==> config.mk <==
export PLATFORM = sky130hd
export DESIGN_NAME = tds_step
export DESIGN_NICKNAME = d
export VERILOG_FILES = /design/src/hw/rtl/tds_pkg.sv /design/src/hw/rtl/tds_step.sv
export SDC_FILE = /design/constraint.sdc
export NUM_CORES = 1
export LEC_CHECK = 0
export ABC_AREA = 1
export BUFFER_PORTS_ARGS = -buffer_cell sky130_fd_sc_hd__buf_2
export CORE_UTILIZATION = 40
export DETAILED_ROUTE_END_ITERATION = 6
export MAX_ROUTING_LAYER = met4
export PLACE_DENSITY = 0.66
export SYNTH_ARGS = -nofsm -noshare
export SYNTH_HDL_FRONTEND = slang
export SYNTH_SLANG_ARGS = --single-unit
==> constraint.sdc <==
create_clock -name vclk -period 4.1
set_input_delay 1.025 -clock vclk [all_inputs]
set_output_delay 1.025 -clock vclk [all_outputs]
set_load 0.03 [all_outputs]
==> src/hw/rtl/tds_pkg.sv <==
// tds_pkg: token kinds, scanner states, character classes, keyword table
// and the structs shared by the token scanner modules
// no dependencies
`timescale 1ns / 1ps
`default_nettype none

package tds_pkg;

  localparam int KIND_W = 4;
  localparam int LEN_W  = 6;
  localparam int ST_W   = 4;
  localparam int KW_N   = 4;
  localparam int KW_MAX = 8;

  // token kinds; the keywords take their table index as kind
  localparam logic [KIND_W-1:0] TK_INICIO   = 4'd0;
  localparam logic [KIND_W-1:0] TK_FIN      = 4'd1;
  localparam logic [KIND_W-1:0] TK_LEER     = 4'd2;
  localparam logic [KIND_W-1:0] TK_ESCRIBIR = 4'd3;
  localparam logic [KIND_W-1:0] TK_ID       = 4'd4;
  localparam logic [KIND_W-1:0] TK_CONST    = 4'd5;
  localparam logic [KIND_W-1:0] TK_LPAR     = 4'd6;
  localparam logic [KIND_W-1:0] TK_RPAR     = 4'd7;
  localparam logic [KIND_W-1:0] TK_SEMI     = 4'd8;
  localparam logic [KIND_W-1:0] TK_COMMA    = 4'd9;
  localparam logic [KIND_W-1:0] TK_ASSIGN   = 4'd10;
  localparam logic [KIND_W-1:0] TK_PLUS     = 4'd11;
  localparam logic [KIND_W-1:0] TK_MINUS    = 4'd12;
  localparam logic [KIND_W-1:0] TK_END      = 4'd13;
  localparam logic [KIND_W-1:0] TK_ERROR    = 4'd14;

  // scanner states
  localparam logic [ST_W-1:0] ST_START = 4'd0;
  localparam logic [ST_W-1:0] ST_NAME  = 4'd1;
  localparam logic [ST_W-1:0] ST_NUM   = 4'd3;
  localparam logic [ST_W-1:0] ST_COLON = 4'd11;

  // character classes
  localparam logic [3:0] CL_ALPHA = 4'd0;
  localparam logic [3:0] CL_DIGIT = 4'd1;
  localparam logic [3:0] CL_PLUS  = 4'd2;
  localparam logic [3:0] CL_MINUS = 4'd3;
  localparam logic [3:0] CL_LPAR  = 4'd4;
  localparam logic [3:0] CL_RPAR  = 4'd5;
  localparam logic [3:0] CL_COMMA = 4'd6;
  localparam logic [3:0] CL_SEMI  = 4'd7;
  localparam logic [3:0] CL_COLON = 4'd8;
  localparam logic [3:0] CL_EQ    = 4'd9;
  localparam logic [3:0] CL_END   = 4'd10;
  localparam logic [3:0] CL_SPACE = 4'd11;
  localparam logic [3:0] CL_OTHER = 4'd12;

  localparam logic [7:0] KW_TEXT [KW_N][KW_MAX] = '{
    '{"i", "n", "i", "c", "i", "o", 8'h00, 8'h00},
    '{"f", "i", "n", 8'h00, 8'h00, 8'h00, 8'h00, 8'h00},
    '{"l", "e", "e", "r", 8'h00, 8'h00, 8'h00, 8'h00},
    '{"e", "s", "c", "r", "i", "b", "i", "r"}
  };
  localparam logic [3:0] KW_LEN [KW_N] = '{4'd6, 4'd3, 4'd4, 4'd8};

  typedef struct packed {
    logic [KIND_W-1:0] kind;
    logic [LEN_W-1:0]  len;
    logic              last;
  } tds_tok_t;

  typedef struct packed {
    logic [ST_W-1:0]  state;
    logic [LEN_W-1:0] count;
    logic [KW_N-1:0]  alive;
  } tds_scan_t;

  typedef struct packed {
    logic [1:0] num;
    tds_tok_t   tok0;
    tds_tok_t   tok1;
  } tds_step_t;

  function automatic logic [3:0] classify(input logic [7:0] c);
    logic [3:0] cls;
    case (c) inside
      [8'h41:8'h5A], [8'h61:8'h7A]:               cls = CL_ALPHA;
      [8'h30:8'h39]:                               cls = CL_DIGIT;
      8'h2B:                                       cls = CL_PLUS;
      8'h2D:                                       cls = CL_MINUS;
      8'h28:                                       cls = CL_LPAR;
      8'h29:                                       cls = CL_RPAR;
      8'h2C:                                       cls = CL_COMMA;
      8'h3B:                                       cls = CL_SEMI;
      8'h3A:                                       cls = CL_COLON;
      8'h3D:                                       cls = CL_EQ;
      8'h20, 8'h09, 8'h0A, 8'h0B, 8'h0C, 8'h0D:   cls = CL_SPACE;
      default:                                     cls = CL_OTHER;
    endcase
    return cls;
  endfunction

endpackage

`default_nettype wire

==> src/hw/rtl/tds_step.sv <==
// tds_step: one automaton step, next scanner state and up to two tokens
// depends on tds_pkg
`timescale 1ns / 1ps
`default_nettype none

module tds_step import tds_pkg::*; #(
  parameter int MAX_LEXEME = 32
) (
  input  tds_scan_t  scan,
  input  logic [7:0] char_code,
  input  logic       end_of_input,
  output tds_scan_t  scan_nxt,
  output tds_step_t  step
);

  localparam logic [LEN_W-1:0] SAT = LEN_W'(MAX_LEXEME);

  logic [3:0]        cls;
  tds_scan_t         fs_scan;
  logic              fs_emit;
  tds_tok_t          fs_tok;
  logic [KW_N-1:0]   ext_alive;
  logic [LEN_W-1:0]  bumped;
  logic [KIND_W-1:0] name_kind;
  logic [1:0]        num;
  tds_tok_t          tok0;
  tds_tok_t          tok1;

  assign cls    = end_of_input ? CL_END : classify(char_code);
  assign bumped = (scan.count < SAT) ? scan.count + LEN_W'(1) : SAT;

  // keyword prefix tracking for one more name character
  always_comb begin
    for (int k = 0; k < KW_N; k++) begin
      ext_alive[k] = scan.alive[k] && (scan.count < {2'b00, KW_LEN[k]}) &&
                     (KW_TEXT[k][scan.count[2:0]] == char_code);
    end
  end

  // lowest keyword index wins
  always_comb begin
    name_kind = TK_ID;
    for (int k = KW_N - 1; k >= 0; k--) begin
      if (scan.alive[k] && (scan.count == {2'b00, KW_LEN[k]})) begin
        name_kind = KIND_W'(k);
      end
    end
  end

  // what the start state does with this character
  always_comb begin
    fs_scan.state = ST_START;
    fs_scan.count = '0;
    fs_scan.alive = '1;
    fs_emit       = 1'b1;
    fs_tok.kind   = TK_ERROR;
    fs_tok.len    = LEN_W'(1);
    fs_tok.last   = 1'b0;
    case (cls)
      CL_ALPHA: begin
        fs_emit       = 1'b0;
        fs_scan.state = ST_NAME;
        fs_scan.count = LEN_W'(1);
        for (int k = 0; k < KW_N; k++) begin
          fs_scan.alive[k] = (KW_TEXT[k][0] == char_code);
        end
      end
      CL_DIGIT: begin
        fs_emit       = 1'b0;
        fs_scan.state = ST_NUM;
        fs_scan.count = LEN_W'(1);
      end
      CL_COLON: begin
        fs_emit       = 1'b0;
        fs_scan.state = ST_COLON;
        fs_scan.count = LEN_W'(1);
      end
      CL_PLUS:  fs_tok.kind = TK_PLUS;
      CL_MINUS: fs_tok.kind = TK_MINUS;
      CL_LPAR:  fs_tok.kind = TK_LPAR;
      CL_RPAR:  fs_tok.kind = TK_RPAR;
      CL_COMMA: fs_tok.kind = TK_COMMA;
      CL_SEMI:  fs_tok.kind = TK_SEMI;
      CL_END: begin
        fs_tok.kind = TK_END;
        fs_tok.len  = '0;
      end
      CL_SPACE: fs_emit = 1'b0;
      default:  fs_tok.kind = TK_ERROR;
    endcase
  end

  always_comb begin
    scan_nxt   = fs_scan;
    num        = {1'b0, fs_emit};
    tok0       = fs_tok;
    tok1       = fs_tok;
    tok0.last  = 1'b0;
    tok1.last  = 1'b0;
    unique case (scan.state)
      ST_NAME: begin
        if (cls == CL_ALPHA || cls == CL_DIGIT) begin
          scan_nxt = '{state: ST_NAME, count: bumped, alive: ext_alive};
          num      = 2'd0;
        end else begin
          tok0.kind = name_kind;
          tok0.len  = scan.count;
          num       = fs_emit ? 2'd2 : 2'd1;
        end
      end
      ST_NUM: begin
        if (cls == CL_DIGIT) begin
          scan_nxt = '{state: ST_NUM, count: bumped, alive: scan.alive};
          num      = 2'd0;
        end else begin
          tok0.kind = TK_CONST;
          tok0.len  = scan.count;
          num       = fs_emit ? 2'd2 : 2'd1;
        end
      end
      ST_COLON: begin
        scan_nxt = '{state: ST_START, count: '0, alive: '1};
        num      = 2'd1;
        if (cls == CL_EQ) begin
          tok0.kind = TK_ASSIGN;
          tok0.len  = LEN_W'(2);
        end else if (cls == CL_END) begin
          tok0.kind = TK_ERROR;
          tok0.len  = LEN_W'(1);
          tok1.kind = TK_END;
          tok1.len  = '0;
          num       = 2'd2;
        end else begin
          tok0.kind = TK_ERROR;
          tok0.len  = (cls == CL_SPACE) ? LEN_W'(1) : LEN_W'(2);
        end
      end
      default: begin
      end
    endcase
    tok0.last = (num == 2'd1);
    tok1.last = 1'b1;
  end

  assign step.num  = num;
  assign step.tok0 = tok0;
  assign step.tok1 = tok1;

endmodule

`default_nettype wire

### Word-level counts from Yosys, hierarchy flattened

Memory sizes are Yosys's and may differ from the RTL's.
Index checks and enable logic that the tools add are counted.

| word-level totals | value |
|---|---|
| memories kept | 4 |
| word-level logic and storage cells | 127 |
| bits in registers | 0 |
| bits of input ports | 23 |
| ROM bits | 256 |
| output and inout port bits | 38 |

Memory list:

| memory | depth | bits a word | read ports | clocked after Yosys merged registers in | wr ports | line | source |
|---|---|---|---|---|---|---|---|
| (name not given) | 8 | 8 | 1 | 0 | 0 | tds_step.sv:36 | `(KW_TEXT[k][scan.count[2:0]] == char_code);` |
| (name not given) | 8 | 8 | 1 | 0 | 0 | tds_step.sv:36 |  |
| (name not given) | 8 | 8 | 1 | 0 | 0 | tds_step.sv:36 |  |
| (name not given) | 8 | 8 | 1 | 0 | 0 | tds_step.sv:36 |  |

| cells by class | value |
|---|---|
| reduce and logical (&&, ||, !) cells | 20 |
| magnitude comparators | 12 |
| add/sub/neg operators | 1 |
| bitwise gates (word level) | 1 |
| mux-type cells | 48 |
| eq/ne operators | 41 |

Operators with widths:

| kind | count |
|---|---|
| $eq 8x6->1 const B | 9 |
| $mux 8 | 8 |
| $pmux 10 s3 | 2 |
| $mux 4 | 13 |
| $mux 10 | 5 |
| $pmux 14 s3 | 1 |
| $eq 8x4->1 const B | 5 |
| $eq 7x8->1 const A | 4 |
| $eq 8x8->1 | 4 |
| $mux 14 | 2 |
| $pmux 4 s7 | 1 |
| $eq 4x4->1 const B | 5 |
| $eq 4x3->1 const B | 4 |
| $ge 8x7->1 const B | 2 |
| $le 8x7->1 const B | 2 |
| $logic_and 1x1->1 | 15 |
| $mux 2 | 7 |
| $eq 4x2->1 const B | 3 |
| $eq 6x3->1 const B | 2 |
| $lt 6x3->1 const B | 2 |
| $mux 3 | 4 |
| $mux 9 | 1 |
| $eq 4x1->1 const B | 2 |
| $ge 8x6->1 const B | 1 |
| 18 further kinds | 19 |

### Longest topological paths before layout

| logic depth | value |
|---|---|
| depth after elaboration | 20 |
| depth in mapped cells | 19 |
| gate-level depth less buffers | 18 |

### Worst setup path before layout

Ideal clock, no wire load.

| path | value |
|---|---|
| path type | in2out |
| from | input char_code[1] |
| to | output step[19] (netlist bit) |
| slack | -0.005 ns |
| data required time | 3.075 ns |
| cell stages on the path | 16 |
| arrival | 3.080 ns |
| path buffers | 1 |
| cell sequence | buf_4 > inv_4 > nand2_1 > nand2_2 > nand2_1 > nand2_1 > nand2_1 > nor3_2 > nand2_2 > clkinv_4 > nand2_1 > nand3_1 > nand2_1 > o21bai_2 > nand2_1 > nand2_1 |

RTL lines:

| what | line | source |
|---|---|---|
| start: declaration | tds_step.sv:10 | `input logic [7:0] char_code,` |
| end: declaration | tds_step.sv:13 | `output tds_step_t step` |

==> impl_metrics.yaml <==
outcome:
  status: "finished, final reports clean"
clock_tree:
  cts_hold_buf: 0
cells_and_area:
  final_util_pct: 52.97
  ff_latch_area_um2: 0
  fin_nets: 425
  syn_to_final_growth_pct: 25.09
  seq_cell_count: 0
  drive_gt1_share_pct: 31.12
  multiInputGateArea_um2: 1524
  n_fill_cell: 453
  antenna_cells: 0
  nClkBuffers: 0
die:
  die_area_um2: 4593
  die_x_um: 67.77
  start_util_pct: 42.35
  rows: 23
  coreArea_um2: 4086
  die_y_um: 67.77
  ioPinCount: 61
global_route:
  grt.total_usage_pct: 24.39
  antenna_found_initial: 0
  grt.overflow.total: 0
  grt_max_degree: 13
  grt_pass1_vias: 1967
  grt_pass1_wl_mm: 8.618
placed_design:
  gp_congestion: 1.021
  dp_hpwl_mm: 4.551
  numPortBuffers: 54
  place_ws_ps: 105.0
synthesis:
  ys_seq_area_share_pct: 0
  synth_area_leaders: "nand2_1 (16%), nor2_1 (11%), nand3_1 (9.5%)"
  synthDominantCellAreaShare_pct: 16.49
  avgSynthCellArea_um2: 5.228
  synth_warnings: 0
  synth_cell_types: 40
  synth_area_um2: 1730
  yosys.area.top_type: "nand2_1"
  synth_commonest_cells: "nand2_1 (76), nor2_1 (53), inv_1 (38)"
  synth_most_common_cell: "nand2_1"
  syn_inst: 331
timing:
  slew_viol_final: 0
  finalCriticalPeriod_ps: 3985
  setup_viol: 0
  rsz0062_at_grt: "true"
  max_freq_mhz: 251.0
  hold_violations: 0
  finalCritPeriodShare_pct: 97.18
  timing.final.ws_setup_ps: 115.5
setup_path:
  critPathLaunchType: "input pin"
  cpMostUsedCell: "nand2_1"
  crit_slowest_cell: "nor2_1"
  cp.arrival_ps: 2960
  cp_cell_sequence: "buf_2, inv_4, nand2_1, nand2_2, nand2_1, nand2_1, nand4_1, nor2_1, nand3_4, nor2_1, nand2_1, inv_1, o21ai_0, o21ai_0, nand4_1, buf_2"
  worstPathMaxFanout: 8
  critPathKind: "in2out"
  required_ps: 3070
  endpoint_kind: "primary output"
  max_stage_delay_ps: 200
detailed_routing:
  avgViaCountPerCell: 5.075
  num_vias: 2243
  drt-total-wl_mm: 5.478
  ant_nets: 0
  wl_per_cell_um: 12.39
  drtIter0Drc: 133
  detail_route.first_pass.iterations: 4
  drc: 0
power_and_ir_drop:
  ir_worst_vdd_v: 0.00004216
  power.leakage_nw: 1.219
  power_mw: 0.2425
  powerDensity_nw_per_um2: 112.0
worst_hold_path:
  hold_class: "in2out"
flow_run:
  max_cap_violations: 0
path summary, 6_finish.rpt:
check,start,endpoint,cells after the start
worst min-delay path,scan[8],step[16],4
worst max-delay path,char_code[1],scan_nxt[3],16
cell type report:
cell class | count | share of cell area (%)
inverter | 52 | 9.480
multi-input combinational | 273 | 70.40
tap | 50 | 2.890
timing repair buffer | 67 | 17.23
per-stage QoR:
| step | area (µm²) | hold slack, ps | instances | setup TNS, ps |
|---|---|---|---|---|
| 6_report | 2165 | 2447 | 442 | 0 |
| 5_1_grt | 2165 | 2481 | 442 | -275.0 |
| 4_1_cts | 2105 | 2446 | 441 | 0 |
| 3_5_place_dp | 2105 | 2445 | 441 | 0 |
| 3_3_place_gp | 2105 | 2447 | 441 | 0 |
| 2_1_floorplan | 1757 | 2222 | 336 | 0 |
report_power, final:
group | switching (mW) | internal [mW] | total [mW] | leakage (nW)
combinational | 0.169 | 0.0731 | 0.242 | 1.22
clock | 0 | 0 | 0 | 0
sequential | 0 | 0 | 0 | 0
routing by layer:
metal  share of wire (%)  vias up  GRT usage (%)
li1                    -     1175              -
met1                  48      992          33.17
met2                  47       70          41.09
met3                 3.8        6         0.5068
met4                 1.2        0          2.865
met5                   0        -              -
cell usage in the layout, fill, tap and decap left out, types with 7 or more instances in the layout:
cell type | Yosys | routed
conb_1 | 2 | 7
nor2_4 | 5 | 9
nor2_1 | 53 | 50
o21ai_0 | 10 | 10
buf_2 | 0 | 52
buf_4 | 9 | 13
a21oi_1 | 7 | 7
inv_1 | 38 | 38
nand3_1 | 33 | 33
inv_2 | 10 | 9
nand4_1 | 8 | 8
nand2_1 | 76 | 73
ha_1 | 8 | 8
nand2_2 | 11 | 14
cells by family (layout without fill, tap and decap cells):
group,count (synthesis),after routing,synth area share [%]
and+or+nand+nor,212,212,60.81
buffers and inverters,63,119,16.05
AOI/OAI and AO/OA,40,40,13.88
adders and majority gates,8,8,5.785
xor gates and xnor gates,6,6,3.037
other,2,7,0.4340
critical path: cells and delay by family:
| kind | cells | cell delay [ps] |
|---|---|---|
| simple gates | 10 | 1230 |
| buf+inv | 4 | 550 |
| compound gates | 2 | 160 |
timing repair:
item / CTS / global route
endpoints found under the setup margin: 0 / 22
buffers inserted: 0 / 1
gates resized for setup: 0 / 15
hold endpoints to repair: 0 / 0
No activity file was read; power rests on OpenSTA's default activity.
