===== src/hw/rtl/tds_pkg.sv =====
// tds_pkg: token kinds, scanner states, character classes, keyword table
// and the structs shared by the token scanner modules
// no dependencies
`timescale 1ns / 1ps
`default_nettype none

package tds_pkg;

  localparam int KIND_W = 4;
  localparam int LEN_W  = 6;
  localparam int ST_W   = 4;
  localparam int KW_N   = 4;
  localparam int KW_MAX = 8;

  // token kinds; the keywords take their table index as kind
  localparam logic [KIND_W-1:0] TK_INICIO   = 4'd0;
  localparam logic [KIND_W-1:0] TK_FIN      = 4'd1;
  localparam logic [KIND_W-1:0] TK_LEER     = 4'd2;
  localparam logic [KIND_W-1:0] TK_ESCRIBIR = 4'd3;
  localparam logic [KIND_W-1:0] TK_ID       = 4'd4;
  localparam logic [KIND_W-1:0] TK_CONST    = 4'd5;
  localparam logic [KIND_W-1:0] TK_LPAR     = 4'd6;
  localparam logic [KIND_W-1:0] TK_RPAR     = 4'd7;
  localparam logic [KIND_W-1:0] TK_SEMI     = 4'd8;
  localparam logic [KIND_W-1:0] TK_COMMA    = 4'd9;
  localparam logic [KIND_W-1:0] TK_ASSIGN   = 4'd10;
  localparam logic [KIND_W-1:0] TK_PLUS     = 4'd11;
  localparam logic [KIND_W-1:0] TK_MINUS    = 4'd12;
  localparam logic [KIND_W-1:0] TK_END      = 4'd13;
  localparam logic [KIND_W-1:0] TK_ERROR    = 4'd14;

  // scanner states
  localparam logic [ST_W-1:0] ST_START = 4'd0;
  localparam logic [ST_W-1:0] ST_NAME  = 4'd1;
  localparam logic [ST_W-1:0] ST_NUM   = 4'd3;
  localparam logic [ST_W-1:0] ST_COLON = 4'd11;

  // character classes
  localparam logic [3:0] CL_ALPHA = 4'd0;
  localparam logic [3:0] CL_DIGIT = 4'd1;
  localparam logic [3:0] CL_PLUS  = 4'd2;
  localparam logic [3:0] CL_MINUS = 4'd3;
  localparam logic [3:0] CL_LPAR  = 4'd4;
  localparam logic [3:0] CL_RPAR  = 4'd5;
  localparam logic [3:0] CL_COMMA = 4'd6;
  localparam logic [3:0] CL_SEMI  = 4'd7;
  localparam logic [3:0] CL_COLON = 4'd8;
  localparam logic [3:0] CL_EQ    = 4'd9;
  localparam logic [3:0] CL_END   = 4'd10;
  localparam logic [3:0] CL_SPACE = 4'd11;
  localparam logic [3:0] CL_OTHER = 4'd12;

  localparam logic [7:0] KW_TEXT [KW_N][KW_MAX] = '{
    '{"i", "n", "i", "c", "i", "o", 8'h00, 8'h00},
    '{"f", "i", "n", 8'h00, 8'h00, 8'h00, 8'h00, 8'h00},
    '{"l", "e", "e", "r", 8'h00, 8'h00, 8'h00, 8'h00},
    '{"e", "s", "c", "r", "i", "b", "i", "r"}
  };
  localparam logic [3:0] KW_LEN [KW_N] = '{4'd6, 4'd3, 4'd4, 4'd8};

  typedef struct packed {
    logic [KIND_W-1:0] kind;
    logic [LEN_W-1:0]  len;
    logic              last;
  } tds_tok_t;

  typedef struct packed {
    logic [ST_W-1:0]  state;
    logic [LEN_W-1:0] count;
    logic [KW_N-1:0]  alive;
  } tds_scan_t;

  typedef struct packed {
    logic [1:0] num;
    tds_tok_t   tok0;
    tds_tok_t   tok1;
  } tds_step_t;

  function automatic logic [3:0] classify(input logic [7:0] c);
    logic [3:0] cls;
    case (c) inside
      [8'h41:8'h5A], [8'h61:8'h7A]:               cls = CL_ALPHA;
      [8'h30:8'h39]:                               cls = CL_DIGIT;
      8'h2B:                                       cls = CL_PLUS;
      8'h2D:                                       cls = CL_MINUS;
      8'h28:                                       cls = CL_LPAR;
      8'h29:                                       cls = CL_RPAR;
      8'h2C:                                       cls = CL_COMMA;
      8'h3B:                                       cls = CL_SEMI;
      8'h3A:                                       cls = CL_COLON;
      8'h3D:                                       cls = CL_EQ;
      8'h20, 8'h09, 8'h0A, 8'h0B, 8'h0C, 8'h0D:   cls = CL_SPACE;
      default:                                     cls = CL_OTHER;
    endcase
    return cls;
  endfunction

endpackage

`default_nettype wire


===== src/hw/rtl/tds_outq.sv =====
// tds_outq: four-entry shifting token queue, takes up to two tokens a cycle
// and hands out one; depends on tds_pkg
`timescale 1ns / 1ps
`default_nettype none

module tds_outq import tds_pkg::*; (
  input  logic      clk,
  input  logic      rst_n,
  input  logic      push,
  input  tds_step_t step,
  input  logic      pop,
  output tds_tok_t  head,
  output logic      head_v,
  output logic      room
);

  localparam int DEPTH = 4;
  localparam int CNT_W = $clog2(DEPTH + 1);

  tds_tok_t         slot_r   [DEPTH];
  tds_tok_t         slot_nxt [DEPTH];
  logic [CNT_W-1:0] cnt_r;
  logic [CNT_W-1:0] cnt_nxt;
  logic [CNT_W-1:0] base;
  logic [1:0]       add;

  assign head   = slot_r[0];
  assign head_v = (cnt_r != '0);
  // room for a full pair of tokens
  assign room   = (cnt_r <= CNT_W'(DEPTH - 2));
  assign add    = push ? step.num : 2'd0;

  always_comb begin
    for (int i = 0; i < DEPTH; i++) begin
      slot_nxt[i] = slot_r[i];
    end
    base = cnt_r;
    if (pop) begin
      for (int i = 0; i < DEPTH - 1; i++) begin
        slot_nxt[i] = slot_r[i + 1];
      end
      base = cnt_r - CNT_W'(1);
    end
    for (int i = 0; i < DEPTH; i++) begin
      if (add != 2'd0 && base == CNT_W'(i)) begin
        slot_nxt[i] = step.tok0;
      end
      if (add == 2'd2 && base + CNT_W'(1) == CNT_W'(i)) begin
        slot_nxt[i] = step.tok1;
      end
    end
    cnt_nxt = base + CNT_W'(add);
  end

  always_ff @(posedge clk) begin
    for (int i = 0; i < DEPTH; i++) begin
      slot_r[i] <= slot_nxt[i];
    end
  end

  always_ff @(posedge clk) begin
    if (!rst_n) begin
      cnt_r <= '0;
    end else begin
      cnt_r <= cnt_nxt;
    end
  end

endmodule

`default_nettype wire


===== config.mk =====
export PLATFORM = sky130hd
export DESIGN_NAME = tds_outq
export DESIGN_NICKNAME = d
export VERILOG_FILES = /design/src/hw/rtl/tds_pkg.sv /design/src/hw/rtl/tds_outq.sv
export SDC_FILE = /design/constraint.sdc
export NUM_CORES = 1
export LEC_CHECK = 0
export CAP_MARGIN = 20
export CORE_AREA = 2 2 74 76
export DETAILED_ROUTE_END_ITERATION = 12
export DIE_AREA = 0 0 76 78
export DONT_BUFFER_PORTS = 1
export GPL_TIMING_DRIVEN = 0
export HOLD_SLACK_MARGIN = 0.02
export PLACE_DENSITY = 0.69
export SYNTH_ARGS = -nofsm -noshare
export SYNTH_HDL_FRONTEND = slang
export SYNTH_SLANG_ARGS = --single-unit

===== constraint.sdc =====
create_clock -name clk -period 8.7 [get_ports clk]
set_clock_uncertainty 0.1 [all_clocks]
set_input_delay 0.87 -clock clk [delete_from_list [all_inputs] [get_ports clk]]
set_output_delay 0.87 -clock clk [all_outputs]
set_load 0.01 [all_outputs]

# Word level (Yosys, flattened, before mapping)
# Memory sizes are Yosys's and may differ from the RTL's.
# Cells that the tools add are included.
[word_totals]
register_bits = 3
ramBits = 44
input_bits = 28
output_inout_bits = 13
word_cells = 36
n_memories = 1
[mem_list]
columns = ["memory", "depth", "width", "read_ports", "rd_clocked_by_memory_dff", "write_ports", "line", "rtl"]
rows = [
  ["slot_r", 4, 11, 4, 0, 4, "tds_outq.sv:20", "tds_tok_t slot_r [DEPTH];"],
]
[classes]
n_addsub = 3
n_lt_le_gt_ge = 1
eq_ne = 7
mux = 11
reduce_logical = 12
[ops]
columns = ["op", "count"]
rows = [
  ["$mux 11", 8],
  ["$mux 33", 1],
  ["$eq 3x2->1 const B", 4],
  ["$logic_and 1x1->1", 8],
  ["$eq 3x1->1 const B", 2],
  ["$logic_not 3->1", 2],
  ["$add 3x1->3 const B", 1],
  ["$add 3x2->3", 1],
  ["$le 3x2->1 const B", 1],
  ["$mux 3", 1],
  ["$reduce_bool 3->1", 1],
  ["$sub 3x1->3 const B", 1],
  ["$eq 2x2->1 const B", 1],
  ["$mux 2", 1],
  ["$reduce_bool 2->1", 1],
]

# Longest topological paths before layout
# Gate-level depths: netlist of run 1.
[depth]
word_depth = 6
mapped_depth = 8
ltp_nobuf = 7

# Worst setup path before layout of run 1
# No wires, ideal clock.
[synth_path]
path_kind = "input to register"
startpoint = "in pop"
endpoint = "reg cnt_r[2]"
setup_time_ns = 0.115
arrival_time_ns = 2.699
required_time_ns = 8.485
slack_ns = 5.786
stages = 8
n_path_buf = 2
path_cell_list = "buf_4 -> xnor2_1 -> inv_1 -> clkbuf_1 -> ha_1 -> fa_1 -> or3_1 -> and3_1"
[synth_via]
elab_chain_len = 2
[synth_rtl]
columns = ["item", "line", "rtl"]
rows = [
  ["start: declaration", "tds_outq.sv:11", "input logic pop,"],
  ["$mux 3", "tds_outq.sv:38", "if (pop) begin"],
  ["$add 3x2->3", "tds_outq.sv:52", "cnt_nxt = base + CNT_W'(add);"],
  ["end signal: assignment", "tds_outq.sv:65", "cnt_r <= cnt_nxt;"],
  ["end: declaration", "tds_outq.sv:22", "logic [CNT_W-1:0] cnt_r;"],
]
# Every way passes these cells.
# A chain may end at the register's enable or synchronous reset.

==> out/summary.txt, run 1 <==
Seq cells post-synth: 47
Drt pass-1 iters: 6
Worst Min Path Start: slot_r[1][5]
Max-cap viol count: 0
Top_reg_cell synth: edfxtp_1
Drt wl/cell: 19.46 µm
Critical R2R Capture: slot_r[2][8]
Worst Path Max Fanout: 11
Fin cells: 345
Layout cell share with drive strength beyond 1: 12.36%
Share of the synthesized area in the top cell type: 47.72%
Post-synthesis sequential area ratio: 49.89%
Synth Warn #: 0
Fmax: 315.4 MHz
Worst slew pin tran: 1.013 ns
Highest-count cells in the layout ignoring fill and taps: edfxtp_1, nor3_1, a31oi_1
Top Ports: 41
Worst Hold End: slot_r[0][5]
Final period util: 36.45%
Port-buffer cells: 0
Mapped Area: 0.002769 mm²
CTS tree: done
Post-synth EDFFs: 44
R2r startpoint: cnt_r[0]
Die W: 76 µm
PnR Total Power: 591.4 µW
DRC: 0
Worst skew pair latency: 0.30 ns
Nets: 307
CP arrival: 2.99 ns
Status: finished, final reports clean
Setup TNS: 0 ns
Via count: 2218
Synth top area cells: edfxtp_1, a31oi_1, nor3_1
Max Root-Sink Buffers: 2
Post-CTS Hold Fix Bufs: 0
Worst hold path class: reg -> reg
Async SR Flop Fraction: 0%
Hold Path Cell Cnt: 2
Initial DRC Count: 232
Clock Pin Slew Worst Setup and Hold Paths: 0.08 ns
Setup slack after layout: 5.529 ns
Fillers: 434
Commonest non-fill, non-tap cell in the layout: edfxtp_1
Placed cells: 336
Startpoint types: flop
Worst vdd ir: 118.1 µV
WP data required: 8.52 ns
Post-cts sizing count: 0
Largest area contributor in the netlist: edfxtp_1
Ant. Diodes: 0
Crit. End Element: flop
Synth Instances: 266
Hold_ws: 0.5633 ns
Vias per inst: 6.429
Vias in the first global route: 2201
Initial core utilization: 54.91%
CP Launch Point: cnt_r[0]
Slew Viols, Final: 0
Final min period: 3.171 ns
RSZ-0062 raised after global routing: false
Pleak: 0.9509 nW
Avg Inst Size Synth: 10.41 µm²
Reg2Reg Depth: 7
# rows: 26
Gr ovfl total: 0
GRT Util Overall: 23.78%
Kind of critical path: reg -> reg
Relative slew slack: 32.46%
Clock sinks: 47
Distinct cells, synth: 38
Die Height: 78 µm
H-tree Lvls: 2
Detail Route Antenna Nets: 0
Core ar.: 0.005042 mm²
Place WS: 5.479 ns
WL final: 6715 µm
Hold Vio Cnt, Final: 0
Final setup fails: 0
Post-CTS Setup Bufs: 0
Syn_nets: 299
DIE AREA: 0.005928 mm²
Routability cong.: 0.9289
Total CTS buffers: 5
Largest net degree at the start of global routing: 14
P per Cell Area: 200.9 mW/mm²
Initial antenna violation count: 0
HPWL after DPL: 5025 µm
Global-route wire length before repair: 11130 µm
CTS root buffer: clkbuf_8
R2R setup slack: 5.53 ns
P&R area growth vs syn: 6.326%
==> sequential cells by signal (all words and copies together) (netlist names) <==
register,cells
cnt_r,3
slot_r,44
==> layout make-up <==
cell class,count,area [µm²],share of cell area (%)
clock inverter,2,7.507,0.2550
buffer,25,125.1,4.250
inverter,5,18.77,0.6375
multi-input combinational,189,1244,42.24
clock buffer,6,72.57,2.465
sequential,47,1381,46.92
timing repair buffer,1,7.507,0.2550
tap,70,87.58,2.975
==> stage by stage <==
stage / instance area [µm²] / utilization, %
2_1_floorplan: 2769 / -
3_3_place_gp: 2856 / 56.65
3_5_place_dp: 2856 / 56.65
4_1_cts: 2937 / 58.24
5_1_grt: 2944 / 58.39
6_report: 2944 / 58.39
==> cell usage after synthesis (all sizes together), types with 2 or more instances <==
master  count
nand2       3
nand3b      2
nand2b      6
nor3       34
o21ai      35
ha          4
a41oi       2
edfxtp     44
buf        13
a21oi       2
mux2       11
nand3      31
a41o        2
inv         5
a31oi      34
dfxtp       3
clkbuf     12
xnor2       2
o211ai      3
and2        5
==> cell families (layout without fill, tap and decap cells) <==
logic type	count (synthesis)	in the layout	synth area share, %
AO/OA/AOI/OAI	84	84	18.75
XOR/XNOR	2	2	0.9040
adder cells (fa/ha/maj)	5	5	2.531
buffers and inverters	30	39	5.197
flip-flops	47	47	49.89
multiplexers	11	11	5.829
AND/OR/NAND/NOR	87	87	16.90
==> routing by layer <==
| layer | up-vias | part of all wire, % | global-route usage, % |
|---|---|---|---|
| met2 | 128 | 44 | 36.96 |
| met3 | 14 | 9.1 | 5.698 |
| met5 | - | 0 | 0 |
| met4 | 0 | 1.8 | 9.091 |
| li1 | 1065 | - | - |
| met1 | 1011 | 45 | 32.52 |
==> worst max-delay path, cell delays in order, from the launching register on <==
cell and delay, ns:
dfxtp_1 0.33, buf_2 0.20, inv_1 0.13, ha_1 0.38, nand2b_1 0.23, a2111o_1 0.44, buf_2 0.20, o211ai_1 0.80
==> power breakdown <==
group          total (mW)  switching [mW]  internal, mW  leakage (nW)
Sequential          0.307          0.0145         0.292         0.451
Clock               0.125          0.0701        0.0549        0.0403
Combinational       0.159           0.102        0.0574         0.459
Total               0.591           0.187         0.405         0.951
==> worst max path at each step <==
stage | cells past startpoint | slack (ns) | to
final | 7 | 5.53 | slot_r[2][8]
after global routing | 7 | 5.33 | slot_r[3][4]
after CTS | 7 | 5.50 | slot_r[3][3]
after detailed placement | 8 | 5.48 | cnt_r[2]
after global placement | 8 | 5.46 | cnt_r[2]
after floorplan | 8 | 5.79 | cnt_r[2]
No activity file was read; power rests on OpenSTA's default activity.
==> run 2: changes to the inputs <==
Clock period 8.7 ns to 3 ns, I/O delays scaled along.
==> out/summary.txt, run 2 (synthesis gave the netlist of run 1 again) <==
Status: finished, final reports clean
Max-cap viol count: 0 (unchanged)
Initial DRC Count: 235 (+1.3%)
# rows: 26 (unchanged)
Setup slack after layout: 0.1720 ns (-5.357 ns)
Pleak: 0.9641 nW (+1.4%)
Hold Vio Cnt, Final: 0 (unchanged)
Drt wl/cell: 19.22 µm (-1.2%)
Initial antenna violation count: 0 (unchanged)
DRC: 0 (unchanged)
Gr ovfl total: 0 (unchanged)
Startpoint types: flop
Setup TNS: 0 ns (unchanged)
Clock Pin Slew Worst Setup and Hold Paths: 0.08 ns (about the same)
Largest registers: slot_r: 44 flops, cnt_r: 3 flops
Place WS: -0.1810 ns (-5.660 ns)
Vias per inst: 6.468 (+0.61%)
Total CTS buffers: 5 (unchanged)
CTS tree: done
Worst Path Max Fanout: 11 (unchanged)
Die W: 76 µm (unchanged)
Commonest non-fill, non-tap cell in the layout: edfxtp_1
Max Root-Sink Buffers: 2 (unchanged)
DIE AREA: 0.005928 mm² (unchanged)
P&R area growth vs syn: 7.366%
Final min period: 2.828 ns (-0.3431 ns)
Worst hold path class: in -> reg
P per Cell Area: 576.6 mW/mm² (+190%)
Initial core utilization: 54.91% (unchanged)
Via count: 2251 (+1.5%)
Clock sinks: 47 (unchanged)
Port-buffer cells: 0 (unchanged)
Final period util: 94.27% (+58 points)
HPWL after DPL: 5025 µm (unchanged)
Largest net degree at the start of global routing: 14 (unchanged)
Placed cells: 336 (unchanged)
GRT Util Overall: 23.88% (+0.10 points)
PnR Total Power: 1.714 mW (+190%)
Reg with most FFs: slot_r
Drt pass-1 iters: 7 (+1)
Final setup fails: 0 (unchanged)
Layout cell share with drive strength beyond 1: 13.31% (+0.95 points)
Nets: 310 (+0.98%)
Post-DP Area: 0.002856 mm² (unchanged)
Fmax: 353.6 MHz (+12%)
WP data required: 2.84 ns (-5.68 ns)
Storage cell area: 0.001381 mm² (unchanged)
Crit. End Element: flop
Vias in the first global route: 2220 (+0.86%)
Multi-input logic area: 0.001247 mm² (+0.30%)
Global-route wire length before repair: 11170 µm (+0.38%)
H-tree Lvls: 2 (unchanged)
RSZ-0062 raised after global routing: false
Detail Route Antenna Nets: 0 (unchanged)
Kind of critical path: reg -> reg
Core ar.: 0.005042 mm² (unchanged)
CP arrival: 2.67 ns (-0.32 ns)
Worst vdd ir: 342.6 µV (+190%)
Highest-count cells in the layout ignoring fill and taps: edfxtp_1, nor3_1, a31oi_1
Worst skew pair latency: 0.30 ns (about the same)
Worst slew pin tran: 0.6790 ns (-0.3340 ns)
Ant. Diodes: 0 (unchanged)
Die Height: 78 µm (unchanged)
Max reg flops: 44 (unchanged)
Relative slew slack: 54.43% (+22 points)
Top Ports: 41 (unchanged)
Finished Cell Area: 0.002973 mm² (+0.98%)
Routability cong.: 0.9289 (unchanged)
Fillers: 429 (-1.2%)
Slew Viols, Final: 0 (unchanged)
Fin cells: 348 (+0.87%)
WL final: 6690 µm (-0.37%)
CTS root buffer: clkbuf_8
run 2: repair_timing:
action / CTS / global route
hold buffers: 1 / 0
gates resized for setup: 1 / 0
setup buffers: 3 / 0
endpoints found under the hold margin: 2 / 0
setup endpoints to repair: 44 / 0
run 2: worst paths after layout:
| kind | start | end | slack [ns] | cells past startpoint |
|---|---|---|---|---|
| worst max-delay path | cnt_r[0] | slot_r[3][3] | 0.17 | 7 |
| worst min-delay path | rst_n | cnt_r[2] | 0.04 | 1 |
| worst max register to register | cnt_r[0] | slot_r[3][3] | 0.17 | 7 |
| worst min register to register | slot_r[1][5] | slot_r[0][5] | 0.55 | 2 |
run 2: per-layer routing:
metal / global-route usage (%) / vias up / share of wire [%]
met5: 0 / - / 0
met4: 9.273 / 0 / 1.4
met3: 5.581 / 10 / 8.5
met2: 36.88 / 124 / 46
met1: 32.90 / 1045 / 44
li1: - / 1072 / -
run 2: area by class of cell:
class	instances	share of cell area, %
clock inverters	2	0.2525
flip-flops and latches	47	46.46
clock buffers	6	2.441
well taps	70	2.946
plain buffers	25	4.209
repair buffers	4	1.094
multi-input cells	189	41.96
inverters	5	0.6313
run 2: critical path: stages, from the launching register on:
cell and delay (ns):
dfxtp_1 0.33, buf_2 0.19, inv_1 0.13, ha_1 0.37
nand2b_1 0.23, a2111o_1 0.44, buf_2 0.20, a21oi_2 0.47
run 2: report_power, final:
| part | total, mW | internal, mW | leakage, nW | switching, mW |
|---|---|---|---|---|
| clock network | 0.359 | 0.159 | 0.0403 | 0.200 |
| registers | 0.889 | 0.847 | 0.451 | 0.0423 |
| logic | 0.466 | 0.171 | 0.473 | 0.294 |
| total | 1.71 | 1.18 | 0.964 | 0.537 |
run 2: stage by stage:
step / hold WS, ns / util [%]
after global placement: 0.3247 / 56.65
after CTS: 0.03392 / 58.96
final: 0.03857 / 58.96
after detailed placement: 0.3289 / 56.65
after global routing: 0.06221 / 58.96
after floorplan: 0.3217 / -
==> run 3: changes to the inputs <==
Settings changed: CORE_AREA 2 2 74 76 to 2 2 92 94, DIE_AREA 0 0 76 78 to 0 0 94 96, PLACE_DENSITY 0.69 to 0.5, SETUP_SLACK_MARGIN set to 0.3.
Clock period 3 ns to 2.5 ns, I/O delays scaled along.
==> out/summary.txt, run 3 (synthesis gave the netlist of run 1 again) <==
Status: finished, final reports clean
Largest net degree at the start of global routing: 16 (+2)
Port-buffer cells: 0 (unchanged)
Core ar.: 0.008051 mm² (+60%)
WP buf/inv: 3 (unchanged)
Crit. End Element: flop
Hold Path Cell Cnt: 1 (unchanged)
Reg with most FFs: slot_r
# rows: 33 (+27%)
P&R area growth vs syn: 24.99%
Highest-count cells in the layout ignoring fill and taps: edfxtp_1, a31oi_1, nand3_1
Top Family by Delay on Critical Path: simple AND/OR/NAND/NOR gates
Detail Route Antenna Nets: 0 (unchanged)
Vias in the first global route: 2232 (+0.54%)
Global-route wire length before repair: 11910 µm (+6.6%)
P per Cell Area: 673.9 mW/mm² (+17%)
Fmax: 431.1 MHz (+22%)
Share of total power in the clock network: 19.4% (-1.6 points)
Met1 Track Usage GR: 22.53% (-10 points)
CTS root buffer: clkbuf_8
Relative slew slack: 46.57% (-7.9 points)
CTS tree: done
Seq pwr share: 45.7% (-6.2 points)
Hold Vio Cnt, Final: 0 (unchanged)
Die W: 94 µm (+24%)
Worst hold path class: in -> reg
Worst skew pair latency: 0.30 ns (about the same)
Gr ovfl total: 0 (unchanged)
H-tree Lvls: 2 (unchanged)
Net Sw Frac: 32.59% (+1.3 points)
WP data required: 2.45 ns (-0.39 ns)
Fin cells: 403 (+16%)
Worst path most repeated cell: buf_8
Largest registers: slot_r: 44 flops, cnt_r: 3 flops
Final period util: 92.78% (-1.5 points)
Reg2Reg Depth: 8 (+1)
Slew Viols, Final: 0 (unchanged)
Routability cong.: 0.8433 (-9.2%)
Top Ports: 41 (unchanged)
Via count: 2318 (+3.0%)
Total CTS buffers: 5 (unchanged)
Sw power: 760.1 µW (+42%)
Setup TNS: 0 ns (unchanged)
Hold_ws: 0.06825 ns (+0.02967 ns)
Pleak: 1.153 nW (+20%)
Nets: 330 (+6.5%)
Kind of critical path: reg -> reg
Worst slew pin tran: 0.7961 ns (+0.1171 ns)
Fillers: 761 (+77%)
CP arrival: 2.27 ns (-0.40 ns)
Clock Pin Slew Worst Setup and Hold Paths: 0.10 ns (+0.02 ns)
Drt pass-1 iters: 5 (-2)
GR peak layer: met2
P_int: 1.572 mW (+34%)
DRC: 0 (unchanged)
HPWL after DPL: 5521 µm (+9.9%)
Util after Layout: 42.98% (-16 points)
Layout cell share with drive strength beyond 1: 28.19% (+15 points)
Clock sinks: 47 (unchanged)
WP depth: 8 (+1)
Max-cap viol count: 0 (unchanged)
Startpoint types: flop
GRT Util Overall: 17.20% (-6.7 points)
RSZ-0062 raised after global routing: true
CP peak stage delay: 0.41 ns (-0.06 ns)
Max reg flops: 44 (unchanged)
Final min period: 2.319 ns (-0.5085 ns)
Placed cells: 371 (+10%)
Initial DRC Count: 162 (-31%)
Worst vdd ir: 257.4 µV (-25%)
Critical path, cell by cell: buf_8, inv_8, ha_4, xnor2_4, a31oi_1, or3b_4, buf_8, mux2_4
Comb power frac: 34.9% (+7.7 points)
Final setup fails: 0 (unchanged)
Die Height: 96 µm (+23%)
Initial core utilization: 34.39% (-21 points)
Met3 usage: 2.976% (-2.6 points)
Slowest-stage cell, CP: or3b_4
Ant. Diodes: 0 (unchanged)
M2 GR Usage: 29.40% (-7.5 points)
WL final: 7706 µm (+15%)
Worst Path Max Fanout: 10 (-1)
Initial antenna violation count: 0 (unchanged)
Vias per inst: 5.752 (-11%)
DIE AREA: 0.009024 mm² (+52%)
Drt wl/cell: 19.12 µm (-0.53%)
Commonest non-fill, non-tap cell in the layout: edfxtp_1
Max Root-Sink Buffers: 2 (unchanged)
## run 3: changes by cell type in the layout (fill, tap and decap cells not counted), moves of 5 or more
cell and change:
buf_2 -7, clkbuf_1 -5, nor3_1 -6, o21ai_1 +5, nor3_2 +5, buf_4 +19
o21ai_0 -5
## run 3: worst paths after layout
kind | end | slack, ns | from
worst max-delay path | slot_r[3][8] | 0.18 | cnt_r[0]
worst min-delay path | slot_r[3][6] | 0.07 | step[17]
worst max register to register | slot_r[3][8] | 0.18 | cnt_r[0]
worst min register to register | slot_r[1][9] | 0.54 | slot_r[2][9]
## run 3: power by group through the flow
stage	combinational [mW]	sequential [mW]	clock, mW
global placement	0.584	1.08	0
CTS	0.720	1.07	0.466
finish	0.814	1.07	0.453
global route	0.886	1.08	0.495
floorplan	0.458	1.08	0
detailed placement	0.582	1.09	0
## run 3: through the flow
step | power [mW] | area [µm²] | setup WS, ns
finish | 2.332 | 3461 | 0.1806
detailed placement | 1.668 | 2944 | -0.3938
global placement | 1.668 | 2944 | -0.4252
floorplan | 1.535 | 2813 | 0.0008691
global route | 2.460 | 3461 | 0.1278
CTS | 2.251 | 3309 | 0.2302
## run 3: cell type report
class / instances / area, µm² / area share (%)
flip-flops and latches: 47 / 1386 / 40.06
plain buffers: 25 / 180.2 / 5.206
well taps: 105 / 131.4 / 3.796
repair buffers: 24 / 224.0 / 6.471
multi-input cells: 189 / 1424 / 41.14
clock buffers: 5 / 68.82 / 1.988
inverters: 5 / 28.78 / 0.8315
clock inverters: 3 / 17.52 / 0.5061
## run 3: repair_timing
action	4_1_cts	5_1_grt
hold endpoints to repair	3	0
cloned	2	1
setup endpoints to repair	85	83
hold buffers	1	0
resized for setup	31	28
pin swaps	6	6
buffers inserted	15	5
## run 3: layer usage
layer / share of wire, % / up-vias
met5: 0 / -
met3: 4.3 / 4
li1: - / 1114
met2: 49 / 79
met1: 45 / 1121
met4: 0.99 / 0
